File: src/rtl/core/atstd_pkg.sv
package atstd_pkg;

    localparam int unsigned AXIS_W  = 16;
    localparam int unsigned TIME_W  = 32;
    localparam int unsigned JERK_W  = 18;
    localparam int unsigned SIDE_W  = 15;
    localparam int unsigned HOLD_W  = 16;
    localparam int unsigned CFG_IDX_W  = 3;
    localparam int unsigned CFG_DATA_W = 18;

    // Gap required between the last shake and a tap.
    localparam logic [TIME_W-1:0] TAP_AFTER_SHAKE_MS = 32'd1000;

    // Register reset values (0.45 g, 0.78 g, 1.40 g, 0.50 g, 1.6 g at 4096 LSB/g).
    localparam logic [SIDE_W-1:0] TILT_SIDE_RST  = 15'd1843;
    localparam logic [SIDE_W-1:0] FLAT_Z_RST     = 15'd3195;
    localparam logic [JERK_W-1:0] SHAKE_JERK_RST = 18'd5734;
    localparam logic [JERK_W-1:0] TAP_LOW_RST    = 18'd2048;
    localparam logic [JERK_W-1:0] TAP_HIGH_RST   = 18'd6554;
    localparam logic [HOLD_W-1:0] TILT_HOLD_RST  = 16'd700;
    localparam logic [HOLD_W-1:0] SHAKE_HOLD_RST = 16'd2000;
    localparam logic [HOLD_W-1:0] TAP_HOLD_RST   = 16'd500;

    typedef enum logic [CFG_IDX_W-1:0] {
        REG_TILT_SIDE_LIMIT  = 3'd0,
        REG_FLAT_Z_LIMIT     = 3'd1,
        REG_SHAKE_JERK_LIMIT = 3'd2,
        REG_TAP_JERK_LOW     = 3'd3,
        REG_TAP_JERK_HIGH    = 3'd4,
        REG_TILT_HOLDOFF     = 3'd5,
        REG_SHAKE_HOLDOFF    = 3'd6,
        REG_TAP_HOLDOFF      = 3'd7
    } cfg_index_t;

    typedef struct packed {
        logic [SIDE_W-1:0] tilt_side_limit;
        logic [SIDE_W-1:0] flat_z_limit;
        logic [JERK_W-1:0] shake_jerk_limit;
        logic [JERK_W-1:0] tap_jerk_low;
        logic [JERK_W-1:0] tap_jerk_high;
        logic [HOLD_W-1:0] tilt_holdoff_ms;
        logic [HOLD_W-1:0] shake_holdoff_ms;
        logic [HOLD_W-1:0] tap_holdoff_ms;
    } cfg_t;

    typedef struct packed {
        logic signed [AXIS_W-1:0] accel_x;
        logic signed [AXIS_W-1:0] accel_y;
        logic signed [AXIS_W-1:0] accel_z;
        logic [TIME_W-1:0]        sample_time_ms;
        logic                     sample_ok;
    } sample_t;

    typedef struct packed {
        logic              tilt_event;
        logic              shake_event;
        logic              tap_event;
        logic [JERK_W-1:0] jerk_value;
    } result_t;

    // Magnitude of a 17-bit signed value known to lie within +/-65535.
    function automatic logic [AXIS_W-1:0] mag17(logic signed [AXIS_W:0] v);
        logic signed [AXIS_W:0] neg;
        neg = -v;
        return v[AXIS_W] ? neg[AXIS_W-1:0] : v[AXIS_W-1:0];
    endfunction

endpackage

File: src/rtl/core/atstd_sample_if.sv
interface atstd_sample_if;
    logic                valid;
    logic                ready;
    atstd_pkg::sample_t  payload;

    modport source (output valid, output payload, input ready);
    modport sink   (input valid, input payload, output ready);
endinterface

File: src/rtl/core/atstd_result_if.sv
interface atstd_result_if;
    logic                valid;
    logic                ready;
    atstd_pkg::result_t  payload;

    modport source (output valid, output payload, input ready);
    modport sink   (input valid, input payload, output ready);
endinterface

File: src/rtl/core/atstd_cfg_regs.sv
module atstd_cfg_regs
(
    input  logic                                 clk,
    input  logic                                 rst_n,
    input  logic                                 cfg_we,
    input  logic [atstd_pkg::CFG_IDX_W-1:0]      cfg_index,
    input  logic [atstd_pkg::CFG_DATA_W-1:0]     cfg_wdata,
    output atstd_pkg::cfg_t                      cfg
);

    atstd_pkg::cfg_t cfg_reg;
    atstd_pkg::cfg_t cfg_next;

    always_comb
    begin
        cfg_next = cfg_reg;
        if (cfg_we)
        begin
            unique case (atstd_pkg::cfg_index_t'(cfg_index))
                atstd_pkg::REG_TILT_SIDE_LIMIT:
                    cfg_next.tilt_side_limit = cfg_wdata[atstd_pkg::SIDE_W-1:0];
                atstd_pkg::REG_FLAT_Z_LIMIT:
                    cfg_next.flat_z_limit = cfg_wdata[atstd_pkg::SIDE_W-1:0];
                atstd_pkg::REG_SHAKE_JERK_LIMIT:
                    cfg_next.shake_jerk_limit = cfg_wdata[atstd_pkg::JERK_W-1:0];
                atstd_pkg::REG_TAP_JERK_LOW:
                    cfg_next.tap_jerk_low = cfg_wdata[atstd_pkg::JERK_W-1:0];
                atstd_pkg::REG_TAP_JERK_HIGH:
                    cfg_next.tap_jerk_high = cfg_wdata[atstd_pkg::JERK_W-1:0];
                atstd_pkg::REG_TILT_HOLDOFF:
                    cfg_next.tilt_holdoff_ms = cfg_wdata[atstd_pkg::HOLD_W-1:0];
                atstd_pkg::REG_SHAKE_HOLDOFF:
                    cfg_next.shake_holdoff_ms = cfg_wdata[atstd_pkg::HOLD_W-1:0];
                atstd_pkg::REG_TAP_HOLDOFF:
                    cfg_next.tap_holdoff_ms = cfg_wdata[atstd_pkg::HOLD_W-1:0];
                default:
                    cfg_next = cfg_reg;
            endcase
        end
    end

    always_ff @(posedge clk or negedge rst_n)
    begin
        if (!rst_n)
        begin
            cfg_reg.tilt_side_limit  <= atstd_pkg::TILT_SIDE_RST;
            cfg_reg.flat_z_limit     <= atstd_pkg::FLAT_Z_RST;
            cfg_reg.shake_jerk_limit <= atstd_pkg::SHAKE_JERK_RST;
            cfg_reg.tap_jerk_low     <= atstd_pkg::TAP_LOW_RST;
            cfg_reg.tap_jerk_high    <= atstd_pkg::TAP_HIGH_RST;
            cfg_reg.tilt_holdoff_ms  <= atstd_pkg::TILT_HOLD_RST;
            cfg_reg.shake_holdoff_ms <= atstd_pkg::SHAKE_HOLD_RST;
            cfg_reg.tap_holdoff_ms   <= atstd_pkg::TAP_HOLD_RST;
        end
        else
        begin
            cfg_reg <= cfg_next;
        end
    end

    assign cfg = cfg_reg;

endmodule

File: src/rtl/core/atstd_eval.sv
module atstd_eval
(
    input  logic                clk,
    input  logic                rst_n,
    input  logic                step,
    input  atstd_pkg::sample_t  item,
    input  atstd_pkg::cfg_t     cfg,
    output atstd_pkg::result_t  res
);

    localparam int unsigned AW = atstd_pkg::AXIS_W;
    localparam int unsigned TW = atstd_pkg::TIME_W;
    localparam int unsigned JW = atstd_pkg::JERK_W;

    logic                 have_prev_reg, have_prev_next;
    logic signed [AW-1:0] prev_x_reg, prev_x_next;
    logic signed [AW-1:0] prev_y_reg, prev_y_next;
    logic signed [AW-1:0] prev_z_reg, prev_z_next;
    logic [TW-1:0]        last_tilt_reg, last_tilt_next;
    logic [TW-1:0]        last_shake_reg, last_shake_next;
    logic [TW-1:0]        last_tap_reg, last_tap_next;

    logic signed [AW:0] dx, dy, dz;
    logic [AW-1:0]      ax, ay, az;
    logic [JW-1:0]      jerk_sum, jerk;
    logic [TW-1:0]      dt_tilt, dt_shake, dt_tap;
    logic               tilt_hit, shake_hit, tap_hit, ok;

    // Differences in 17 bits so full-scale swings do not wrap.
    assign dx = {item.accel_x[AW-1], item.accel_x} - {prev_x_reg[AW-1], prev_x_reg};
    assign dy = {item.accel_y[AW-1], item.accel_y} - {prev_y_reg[AW-1], prev_y_reg};
    assign dz = {item.accel_z[AW-1], item.accel_z} - {prev_z_reg[AW-1], prev_z_reg};

    assign jerk_sum = JW'(atstd_pkg::mag17(dx)) + JW'(atstd_pkg::mag17(dy))
                    + JW'(atstd_pkg::mag17(dz));

    assign ax = atstd_pkg::mag17({item.accel_x[AW-1], item.accel_x});
    assign ay = atstd_pkg::mag17({item.accel_y[AW-1], item.accel_y});
    assign az = atstd_pkg::mag17({item.accel_z[AW-1], item.accel_z});

    assign ok   = item.sample_ok;
    assign jerk = (ok && have_prev_reg) ? jerk_sum : '0;

    // Wrapping elapsed time since each event.
    assign dt_tilt  = item.sample_time_ms - last_tilt_reg;
    assign dt_shake = item.sample_time_ms - last_shake_reg;
    assign dt_tap   = item.sample_time_ms - last_tap_reg;

    assign tilt_hit = ok
                   && (ax > AW'(cfg.tilt_side_limit) || ay > AW'(cfg.tilt_side_limit)
                       || az < AW'(cfg.flat_z_limit))
                   && dt_tilt > TW'(cfg.tilt_holdoff_ms);

    assign shake_hit = ok && jerk > cfg.shake_jerk_limit
                    && dt_shake > TW'(cfg.shake_holdoff_ms);

    // A shake in this sample blocks a tap, as does any shake within the last TAP_AFTER_SHAKE_MS.
    assign tap_hit = ok && jerk > cfg.tap_jerk_low && jerk < cfg.tap_jerk_high
                  && dt_tap > TW'(cfg.tap_holdoff_ms)
                  && !shake_hit && dt_shake > atstd_pkg::TAP_AFTER_SHAKE_MS;

    always_comb
    begin
        res.tilt_event  = tilt_hit;
        res.shake_event = shake_hit;
        res.tap_event   = tap_hit;
        res.jerk_value  = jerk;
    end

    always_comb
    begin
        have_prev_next  = have_prev_reg;
        prev_x_next     = prev_x_reg;
        prev_y_next     = prev_y_reg;
        prev_z_next     = prev_z_reg;
        last_tilt_next  = last_tilt_reg;
        last_shake_next = last_shake_reg;
        last_tap_next   = last_tap_reg;
        if (step && ok)
        begin
            have_prev_next = 1'b1;
            prev_x_next    = item.accel_x;
            prev_y_next    = item.accel_y;
            prev_z_next    = item.accel_z;
            if (tilt_hit)
            begin
                last_tilt_next = item.sample_time_ms;
            end
            if (shake_hit)
            begin
                last_shake_next = item.sample_time_ms;
            end
            if (tap_hit)
            begin
                last_tap_next = item.sample_time_ms;
            end
        end
    end

    always_ff @(posedge clk or negedge rst_n)
    begin
        if (!rst_n)
        begin
            have_prev_reg  <= 1'b0;
            prev_x_reg     <= '0;
            prev_y_reg     <= '0;
            prev_z_reg     <= '0;
            last_tilt_reg  <= '0;
            last_shake_reg <= '0;
            last_tap_reg   <= '0;
        end
        else
        begin
            have_prev_reg  <= have_prev_next;
            prev_x_reg     <= prev_x_next;
            prev_y_reg     <= prev_y_next;
            prev_z_reg     <= prev_z_next;
            last_tilt_reg  <= last_tilt_next;
            last_shake_reg <= last_shake_next;
            last_tap_reg   <= last_tap_next;
        end
    end

endmodule

File: src/rtl/core/accel_tilt_shake_tap_detector_top.sv
// Path: an accepted sample is held in the input register, then its result is loaded
//   into the result register that drives the output port; a stalled receiver holds the
//   result register and so delays that load.
// Throughput: one sample per cycle, set by the combinational compare/add path into the
//   result register; a waiting result stalls new samples only once the input stage is full.
// Reset: rst_n clears valids, history and event times and loads the default thresholds.
module accel_tilt_shake_tap_detector_top
(
    input  logic                              clk,
    input  logic                              rst_n,
    atstd_sample_if.sink                      sample,
    atstd_result_if.source                    result,
    input  logic                              cfg_we,
    input  logic [atstd_pkg::CFG_IDX_W-1:0]   cfg_index,
    input  logic [atstd_pkg::CFG_DATA_W-1:0]  cfg_wdata
);

    atstd_pkg::cfg_t     cfg;
    atstd_pkg::result_t  eval_res;

    // Input stage: holds one accepted sample until the result register can take it.
    logic                in_vld_reg, in_vld_next;
    atstd_pkg::sample_t  in_item_reg;

    // Output stage: the result presented on the result channel.
    logic                out_vld_reg, out_vld_next;
    atstd_pkg::result_t  out_item_reg;

    logic out_load;   // result register free or being drained this cycle
    logic step;       // input stage evaluates and moves into the result register
    logic take;       // sample transfer this cycle

    atstd_cfg_regs u_cfg
    (
        .clk       (clk),
        .rst_n     (rst_n),
        .cfg_we    (cfg_we),
        .cfg_index (cfg_index),
        .cfg_wdata (cfg_wdata),
        .cfg       (cfg)
    );

    // History (previous sample, event times) updates only when a sample with sample_ok set
    // leaves the input stage, so samples see state in arrival order.
    atstd_eval u_eval
    (
        .clk   (clk),
        .rst_n (rst_n),
        .step  (step),
        .item  (in_item_reg),
        .cfg   (cfg),
        .res   (eval_res)
    );

    assign out_load     = !out_vld_reg || result.ready;
    assign step         = in_vld_reg && out_load;
    assign sample.ready = !in_vld_reg || out_load;
    assign take         = sample.valid && sample.ready;

    always_comb
    begin
        in_vld_next = in_vld_reg;
        if (take)
        begin
            in_vld_next = 1'b1;
        end
        else if (step)
        begin
            in_vld_next = 1'b0;
        end

        out_vld_next = out_vld_reg;
        if (out_load)
        begin
            out_vld_next = in_vld_reg;
        end
    end

    always_ff @(posedge clk or negedge rst_n)
    begin
        if (!rst_n)
        begin
            in_vld_reg  <= 1'b0;
            out_vld_reg <= 1'b0;
        end
        else
        begin
            in_vld_reg  <= in_vld_next;
            out_vld_reg <= out_vld_next;
        end
    end

    // Payload registers: no reset needed.
    always_ff @(posedge clk)
    begin
        if (take)
        begin
            in_item_reg <= sample.payload;
        end
        if (step)
        begin
            out_item_reg <= eval_res;
        end
    end

    assign result.valid   = out_vld_reg;
    assign result.payload = out_item_reg;

endmodule
File: src/flat_wrapper.sv
// flat-port wrapper written by rule: the top's interface ports become plain ports
module accel_tilt_shake_tap_detector_top_flat 
  (clk, rst_n, cfg_we, cfg_index, cfg_wdata, sample_valid, sample_payload, sample_ready, result_valid, result_payload, result_ready);
  atstd_sample_if sample_i ();
  atstd_result_if result_i ();
  input  logic clk;
  input  logic rst_n;
  input  logic cfg_we;
  input  logic [atstd_pkg::CFG_IDX_W-1:0] cfg_index;
  input  logic [atstd_pkg::CFG_DATA_W-1:0] cfg_wdata;
  input wire logic [$bits(sample_i.valid)-1:0] sample_valid;
  input wire logic [$bits(sample_i.payload)-1:0] sample_payload;
  output wire logic [$bits(sample_i.ready)-1:0] sample_ready;
  output wire logic [$bits(result_i.valid)-1:0] result_valid;
  output wire logic [$bits(result_i.payload)-1:0] result_payload;
  input wire logic [$bits(result_i.ready)-1:0] result_ready;
  assign sample_i.valid = sample_valid;
  assign sample_i.payload = sample_payload;
  assign sample_ready = sample_i.ready;
  assign result_valid = result_i.valid;
  assign result_payload = result_i.payload;
  assign result_i.ready = result_ready;
  accel_tilt_shake_tap_detector_top u_core (.clk(clk), .rst_n(rst_n), .sample(sample_i), .result(result_i), .cfg_we(cfg_we), .cfg_index(cfg_index), .cfg_wdata(cfg_wdata));
endmodule
File: config.mk
export PLATFORM = sky130hd
export DESIGN_NAME = accel_tilt_shake_tap_detector_top_flat
export DESIGN_NICKNAME = d
export VERILOG_FILES = /design/src/rtl/core/atstd_pkg.sv /design/src/rtl/core/atstd_sample_if.sv /design/src/rtl/core/atstd_result_if.sv /design/src/rtl/core/atstd_cfg_regs.sv /design/src/rtl/core/atstd_eval.sv /design/src/rtl/core/accel_tilt_shake_tap_detector_top.sv /design/src/flat_wrapper.sv
export SDC_FILE = /design/constraint.sdc
export NUM_CORES = 1
export LEC_CHECK = 0
export ABC_CLOCK_PERIOD_IN_PS = 9970
export BUFFER_PORTS_ARGS = -buffer_cell sky130_fd_sc_hd__clkbuf_2
export CAP_MARGIN = 20
export CORE_ASPECT_RATIO = 1.4
export CORE_MARGIN = 2
export CORE_UTILIZATION = 55
export DETAILED_ROUTE_END_ITERATION = 10
export HOLD_SLACK_MARGIN = 0.1
export PLACE_DENSITY = 0.83
export SLEW_MARGIN = 20
export SYNTH_ARGS = -nofsm -noshare
export SYNTH_HDL_FRONTEND = slang
export SYNTH_SLANG_ARGS = --single-unit
export TNS_END_PERCENT = 10
File: constraint.sdc
create_clock -name clk -period 9.97 [get_ports clk]
set_input_delay 0.4985 -clock clk [delete_from_list [all_inputs] [get_ports clk]]
set_output_delay 0.4985 -clock clk [all_outputs]
set_load 0.03 [all_outputs]
Word level (Yosys, flattened, before mapping)
Cells that the tools add are included.

Bits of input ports: 107. Word-level logic and storage cells: 99. Output and inout bits: 23. Register bits: 381.

Add/sub/neg operators: 14. Reduce and logical (&&, ||, !) cells: 33. Multiplexer cells: 9. Equality and inequality tests: 7. $lt $le $gt $ge: 10.

Operators with widths (number): 32-bit by 16-bit greater-than comparator with 1-bit output (3); 16-bit two-way mux (6); 16-bit negator (6); 32-bit subtractor (3); 16-bit by 16-bit subtractor with 17-bit output (3); 18-bit greater-than comparator (2); 16-bit by 15-bit greater-than comparator with 1-bit output (2); 32-bit by 10-bit greater-than comparator with 1-bit output (second input constant) (1); 2-bit AND reduction (11); 17-bit by 16-bit adder with 18-bit output (1); 18-bit less-than comparator (1); 18-bit two-way mux (1); 16-bit by 16-bit adder with 17-bit output (1); 16-bit by 15-bit less-than comparator with 1-bit output (1); 1-bit logical AND (13); 3-bit == test (second input constant) (4); 3-bit by 2-bit == test with 1-bit output (second input constant) (2); 1-bit logical OR (4); 3-bit by 1-bit == test with 1-bit output (second input constant) (1); 1-bit zero test (3); 3-bit zero test (1); 1-bit two-way mux (2); 2-bit nonzero test (1).

Logic depth before layout (Yosys ltp)
Gate-level depths: netlist of the first run.

Depth after elaboration: 13. Gate-level depth with buffers: 44. Depth with buffers taken out: 42.

By module
Synthesis of the first run repeated with hierarchy kept, for this count alone.

Cells, all modules: 2858. Area, all modules: 28783.9 sq um.

Modules (own cells, without submodules): atstd_eval (instances 1, area each 20334.5 sq um, cells each 2461, sequential area each 3628.5 sq um); atstd_cfg_regs (instances 1, area each 5282.6 sq um, cells each 287, sequential area each 3363.2 sq um); accel_tilt_shake_tap_detector_top (instances 1, area each 3166.8 sq um, cells each 110, sequential area each 3113.0 sq um).

Worst setup path before layout of the first run
No wires, ideal clock.

Path kind: register to register. From: register u_core.in_item_reg[33] (netlist bit). To: register u_core.u_eval.last_tap_reg[1]. Stages on the path, launching flop included: 43. Data required time: 9842 ps. Library setup time: 128 ps. Slack: 1550 ps. Arrival time: 8292 ps. Buffers on the path: 2. Clock period less this slack: 8420 ps. Cells stage by stage: edfxtp_1 -> inv_1 -> ha_1 -> inv_1 -> fa_1 -> a21o_1 -> a21oi_1 -> o21ai_0 -> a21oi_1 -> o21ai_0 -> o221ai_1 -> a21oi_1 -> or4b_2 -> o21ai_0 -> clkbuf_1 -> nor2_1 -> a21oi_1 -> fa_1 -> [7 not listed] -> o21ai_0 -> a21oi_1 -> o21ai_0 -> a21oi_1 -> o41ai_1 -> o21ai_0 -> a21oi_1 -> nor3b_1 -> ha_1 -> o21a_1 -> nor2b_1 -> a22oi_1 -> a22oi_1 -> nor4b_2 -> nand2_1 -> nor4_4 -> buf_6 -> mux2_1.

RTL lines: start: declaration (RTL line accel_tilt_shake_tap_detector_top.sv:23) `atstd_pkg::sample_t in_item_reg;`; start signal: assignment (RTL line accel_tilt_shake_tap_detector_top.sv:98) `in_item_reg <= sample.payload;`; end signal: assignment (RTL line atstd_eval.sv:120) `last_tap_reg <= last_tap_next;`; end: declaration (RTL line atstd_eval.sv:21) `logic [TW-1:0] last_tap_reg, last_tap_next;`.

==> flow_summary_export.csv, run 1 <==
group,metric,value,unit
outcome,status,"complete, no violations",
hold_path,holdPathEnd,"u_core.in_item_reg[33]$_DFFE_PP_",
route,drt-vias-per-instance,5.90,
yosys,synth_fp_nets,3429,
route,dr.pass1.iters,6,
sta,rsz0062_at_grt,"false",
setup_path,path_class,"flop to flop",
cells_and_area,multi_input_area,16300,um2
setup_path,reg2regPathDepth,42,
sta,slew_violations,0,
cells_and_area,final_nets,3622,
route,drc_errors,0,
hold_path,hold_depth,1,
sta,finalHoldViolCount,0,
floorplan,die_area,52900,um2
setup_path,path_common_cell,"o21ai_0",
clock_tree,cts_sinks,381,
global_route,grt_pass1_wl,120,mm
hold_path,min_path_type,"input pin to flop",
floorplan,ioPinCount,130,
power_and_ir_drop,peakVddDrop,0.328,mV
floorplan,core-area,50800,um2
floorplan,die_w,195,um
sta,whs,126,ps
sta,timing.final.crit_share,93.0,%
floorplan,row_count,98,
route,wire_per_inst,19.7,um
global_route,grt_max_degree,98,
route,num_vias,22900,
setup_path,critPathLaunchType,"flop",
setup_path,crit_path_end_kind,"flop",
run,cap_violations,0,
cells_and_area,final_cell_area,31600,um2
hold_path,holdCritStartpoint,"sample_payload[33]",
yosys,yosysSeqAreaShare,36.0,%
placement,dp_hpwl,57.6,mm
route,wl,76.5,mm
yosys,syn-instance-count,2995,
setup_path,cp_max_fo,32,
cells_and_area,largest_register_ffs,132,
sta,finalSetupTns,0,ps
global_route,track_usage,28.7,%
clock_tree,htreeDepth,2,
clock_tree,cts_buffer_depth,3,
sta,final.min_clock_period,9270,ps
yosys,synth_top_area_share,20.6,%
yosys,synth_area,28100,um2
yosys,synthTopCellsByArea,"dfrtp_1 21%, ha_1 14%, edfxtp_1 11%",
setup_path,timing.rr.end,"u_core.u_eval.last_tap_reg[24]$_DFFE_PN0P_",
power_and_ir_drop,p_per_area,379,nW/um2
setup_path,required,10430,ps
global_route,overflow,0,
clock_tree,clock_latency,590,ps
yosys,avgSynthCellArea,9.37,um2
placement,placed_area,29400,um2
setup_path,r2r_start,"u_core.in_item_reg[33]$_DFFE_PP_",
sta,tightestPinTransition,1170,ps
clock_tree,clockRootBuffer,"clkbuf_16",
floorplan,initial_core_util,55.3,%
power_and_ir_drop,p_total,12.0,mW
cells_and_area,n_fill_cell,4186,
global_route,antenna_found_initial,4,
setup_path,regToRegSetupSlack,700,ps
yosys,synth_cell_type_count,83,
setup_path,slowest_stage,"or4b_2",
cells_and_area,ff_latch_area,10100,um2
sta,setup_viol,0,
sta,fmax,108,MHz
sta,clock_skew,15.2,ps
sta,relSlewSlack,21.6,%
global_route,grt_pass1_vias,23000,
setup_path,crit_path_max_incr_delay,630,ps
floorplan,fp.dieH,271,um
route,ant_nets,0,
clock_tree,cts_tree,"built",
yosys,async_flop_share,73.2,%
yosys,synth-edff-count,102,
cells_and_area,area_growth,12.7,%
yosys,yosysWarnings,0,
clock_tree,cts.clk_slew.worst_paths,60,ps
yosys,ys_seq_elements,381,
placement,place.gp.congestion,0.967,
yosys,ys.flop_type,"dfrtp_1",
power_and_ir_drop,p_leak,14.2,nW
clock_tree,cts_made_buffers,41,
cells_and_area,drive_above_1_share,14.2,%
route,drt_iter0_drc,1220,
setup_path,cp.arrival,9730,ps
yosys,synth_top_area_cell,"dfrtp_1",
placement,port_buffers,129,
through the flow:
step | std cells | utilization [%] | worst slack [ps]
floorplan | 2995 | - | 1550
global placement | 3714 | 57.9 | 520
detailed placement | 3714 | 57.9 | 348
CTS | 3868 | 62.2 | 313
global route | 3872 | 62.3 | 19.6
finish | 3873 | 62.3 | 696
worst max path at each step:
stage	start	end	slack, ps	depth (start not counted)
3_3_place_gp	u_core.in_item_reg[33]$_DFFE_PP_	u_core.u_eval.last_tap_reg[31]$_DFFE_PN0P_	520	41
6_report	u_core.in_item_reg[33]$_DFFE_PP_	u_core.u_eval.last_tap_reg[24]$_DFFE_PN0P_	700	42
4_1_cts	u_core.in_item_reg[33]$_DFFE_PP_	u_core.u_eval.last_tap_reg[24]$_DFFE_PN0P_	310	41
2_1_floorplan	u_core.in_item_reg[33]$_DFFE_PP_	u_core.u_eval.last_tap_reg[1]$_DFFE_PN0P_	1550	42
5_1_grt	u_core.in_item_reg[33]$_DFFE_PP_	u_core.u_eval.last_tap_reg[21]$_DFFE_PN0P_	20	43
3_5_place_dp	u_core.in_item_reg[33]$_DFFE_PP_	u_core.u_eval.last_tap_reg[0]$_DFFE_PN0P_	350	41
synthesized netlist by cell type (24+ instances only):
library cell / instances
nand4_1: 40
nor2b_1: 32
ha_1: 304
mux2_2: 140
o31ai_1: 26
or3_1: 26
a21oi_1: 160
dfrtp_1: 231
a21o_1: 64
nand3_1: 46
xor2_1: 56
xnor2_1: 124
nand2b_1: 37
edfxtp_1: 102
o21ai_0: 235
o21a_1: 50
inv_1: 368
nor2_1: 133
nor3_1: 55
a211oi_1: 24
dfstp_2: 48
clkbuf_1: 65
nand2_1: 246
mux2_1: 30
critical path, delay by kind of cell, from the launching register on:
kind            cells  cell delay (ps)
buf+inv             5              560
compound gates     18             3030
simple gates       10             2390
flops               1              420
fa+ha+maj           7             2240
mux                 1              360
xor+xnor            1              110
logic make-up after synthesis:
kind of cell | Yosys count | share of synthesized area (%)
and+or+nand+nor | 735 | 13.0
adders and majority gates | 328 | 15.2
muxes | 182 | 7.25
xor gates and xnor gates | 180 | 5.62
DFF | 381 | 36.0
buffers and inverters | 446 | 6.09
AOI/OAI and AO/OA | 743 | 16.8
cell type report:
type                       instances  share of cell area [%]
sequential                       381                    32.0
clock buffer                      52                    3.57
tap                              650                    2.57
timing repair buffer             228                    5.08
antenna                            2                  0.0158
multi-input combinational       2168                    51.5
inverter                         368                    4.37
clock inverter                    24                   0.934
layout by cell type (no fill, tap or decap), drive strengths merged, types with 102 or more instances in the layout:
master / count
ha: 304
clkbuf: 180
edfxtp: 102
o21ai: 238
nand2: 246
mux2: 170
xnor2: 124
a21oi: 162
dfrtp: 231
nor2: 133
inv: 373
where the power goes:
part / internal (mW) / switching (mW)
combinational: 3.33 / 4.67
clock: 0.944 / 0.688
sequential: 2.13 / 0.235
total: 6.40 / 5.59
per-layer routing:
layer | GRT usage, % | wire length [um] | vias to the layer above
met5 | 0 | 16 | -
met2 | 53.0 | 39400 | 646
met4 | 18.9 | 5750 | 4
li1 | - | - | 11000
met3 | 4.44 | 3550 | 269
met1 | 30.2 | 27800 | 10900
repair_timing:
item	CTS	global route
buffers inserted	0	3
hold buffers	78	0
gates resized for setup	0	6
endpoints found under the setup margin	0	64
hold endpoints to repair	155	0
(Power assumes the default switching activity.)
==> inputs of run 2 (changes only) <==
--- a/config.mk
+++ b/config.mk
@@ -5,7 +5,7 @@
 export SDC_FILE = /design/constraint.sdc
 export NUM_CORES = 1
 export LEC_CHECK = 0
-export ABC_CLOCK_PERIOD_IN_PS = 9970
+export ABC_CLOCK_PERIOD_IN_PS = 11100
 export BUFFER_PORTS_ARGS = -buffer_cell sky130_fd_sc_hd__clkbuf_2
 export CAP_MARGIN = 20
 export CORE_ASPECT_RATIO = 1.4
==> constraint.sdc (replaced) <==
create_clock -name clk -period 11.1 [get_ports clk]
set_input_delay 0.555 -clock clk [delete_from_list [all_inputs] [get_ports clk]]
set_output_delay 0.555 -clock clk [all_outputs]
set_load 0.03 [all_outputs]
==> run 2 against run 1 <==
Total power shrank 10%; clock skew up 13 ps; setup slack improved by 350 ps; sequential power down 10%; hold slack improved by 27 ps; sequential share of layout area up 0.84 points; register-to-register slack better by 350 ps; first-iteration DRC count down 3.8%; clock power decreased by 12%.
==> flow_summary_export.csv, run 2 (same netlist as run 1, synthesis figures left out) <==
group,metric,value,unit
setup_path,r2r_start,"u_core.in_item_reg[33]$_DFFE_PP_",
route,drt-vias-per-instance,6.00,
setup_path,regToRegSetupSlack,1050,ps
sta,timing.final.crit_share,90.5,%
route,dr_wl_met3,3.39,mm
clock_tree,clockRootBuffer,"clkbuf_16",
sta,finalHoldViolCount,0,
placement,place.gp.congestion,0.982,
cells_and_area,final_cells,3787,
route,met1_length,27.1,mm
global_route,overflow,0,
cells_and_area,area_growth,9.77,%
route,num_vias,22700,
sta,setup_viol,0,
cells_and_area,drive_above_1_share,14.4,%
setup_path,slowest_stage,"nand2_1",
route,dr.pass1.iters,6,
global_route,grt_max_degree,171,
route,dr.max_layer_used,"met5",
power_and_ir_drop,p_leak,13.9,nW
clock_tree,cts_sinks,381,
outcome,status,"complete, no violations",
sta,fmax,99.5,MHz
cells_and_area,final_nets,3539,
clock_tree,post_cts_buffers,0,
power_and_ir_drop,peakVddDrop,0.300,mV
sta,finalSetupTns,0,ps
cells_and_area,n_fill_cell,4245,
clock_tree,cts.clk_slew.worst_paths,60,ps
placement,port_buffers,129,
setup_path,critPathLaunchType,"flop",
cells_and_area,final_common_cell,"inv_1",
cells_and_area,layout_common_cells,"368 x inv_1, 304 x ha_1, 246 x nand2_1",
clock_tree,cts_made_buffers,41,
floorplan,die_w,195,um
clock_tree,cts_buffer_depth,3,
cells_and_area,diodes,0,
sta,tightestPinTransition,1020,ps
clock_tree,cts_tree,"built",
placement,dp.cells,3711,
route,met2_length,37.3,mm
global_route,antenna_found_initial,3,
route,drt_iter0_drc,1174,
hold_path,holdPathEnd,"u_core.in_item_reg[3]$_DFFE_PP_",
setup_path,crit_path_end_kind,"flop",
floorplan,initial_core_util,55.3,%
floorplan,row_count,98,
global_route,track_usage,28.0,%
floorplan,fp.dieH,271,um
clock_tree,htreeDepth,2,
sta,final.min_clock_period,10050,ps
run,cap_violations,0,
route,wire_per_inst,19.5,um
placement,dp_hpwl,56.7,mm
power_and_ir_drop,p_per_area,350,nW/um2
setup_path,crit_path_max_incr_delay,710,ps
setup_path,cp_max_fo,18,
sta,slew_violations,0,
cells_and_area,largest_register_ffs,132,
route,ant_nets,0,
floorplan,die_area,52900,um2
hold_path,min_path_type,"input pin to flop",
sta,clock_skew,28.2,ps
hold_path,holdCritStartpoint,"sample_payload[3]",
sta,relSlewSlack,31.1,%
setup_path,required,11560,ps
sta,rsz0062_at_grt,"false",
setup_path,path_class,"flop to flop",
setup_path,path_common_cell,"a21oi_1",
global_route,grt_pass1_wl,118,mm
route,drc_errors,0,
floorplan,ioPinCount,130,
route,wl,73.9,mm
setup_path,reg2regPathDepth,40,
hold_path,hold_depth,1,
floorplan,core-area,50800,um2
setup_path,cp.arrival,10510,ps
setup_path,timing.rr.end,"u_core.u_eval.last_shake_reg[23]$_DFFE_PN0P_",
global_route,grt_pass1_vias,22900,
clock_tree,clock_latency,570,ps
==> run 2: worst max-delay path by stage <==
stage                                                start                                            to  slack [ps]  cells after the start
after detailed placement  u_core.in_item_reg[33]$_DFFE_PP_  u_core.u_eval.last_shake_reg[27]$_DFFE_PN0P_        1170                     40
final                     u_core.in_item_reg[33]$_DFFE_PP_  u_core.u_eval.last_shake_reg[23]$_DFFE_PN0P_        1050                     40
after global routing      u_core.in_item_reg[33]$_DFFE_PP_  u_core.u_eval.last_shake_reg[13]$_DFFE_PN0P_         170                     40
after global placement    u_core.in_item_reg[33]$_DFFE_PP_  u_core.u_eval.last_shake_reg[22]$_DFFE_PN0P_        1440                     40
after floorplan           u_core.in_item_reg[33]$_DFFE_PP_     u_core.u_eval.last_tap_reg[1]$_DFFE_PN0P_        2680                     42
after CTS                 u_core.in_item_reg[33]$_DFFE_PP_  u_core.u_eval.last_shake_reg[26]$_DFFE_PN0P_        1100                     40
==> run 2: where the power goes <==
group / internal [mW] / switching, mW
registers: 1.91 / 0.209
clock network: 0.844 / 0.600
logic: 2.97 / 4.25
==> run 2: timing repair <==
action                                 4_1_cts  5_1_grt
resized for setup                            0        0
endpoints found under the hold margin        4        0
hold buffers                                 1        0
==> run 2: layout make-up <==
class | instances | area [um2] | share of cell area [%]
Sequential cell | 381 | 10100 | 32.8
Multi-Input combinational cell | 2168 | 16300 | 52.9
Timing Repair Buffer | 145 | 791 | 2.57
Clock buffer | 50 | 1150 | 3.75
Clock inverter | 25 | 274 | 0.889
Inverter | 368 | 1380 | 4.48
Tap cell | 650 | 813 | 2.64
==> run 2: critical path, delay by kind of cell, from the launching register on <==
family                     cells  cell delay [ps]
adders and majority gates      6             1940
muxes                          1              350
DFF                            1              420
and+or+nand+nor                6             2570
AOI/OAI and AO/OA             22             4040
buffers and inverters          5              620
==> run 2: stage by stage <==
step	hold slack (ps)	setup WS [ps]	area, um2	total power, mW	util (%)
4_1_cts	129	1100	30800	10.7	60.7
5_1_grt	139	172	30800	11.7	60.7
3_5_place_dp	475	1170	29400	9.14	57.9
6_report	153	1050	30800	10.8	60.7
3_3_place_gp	468	1440	29400	8.92	57.9
2_1_floorplan	259	2680	28100	7.44	-
==> run 2: routing by layer <==
layer	track usage [%]	vias to the layer above
met5	0	-
met4	19.8	4
met3	3.88	307
met2	50.9	701
met1	29.7	10900
li1	-	10900
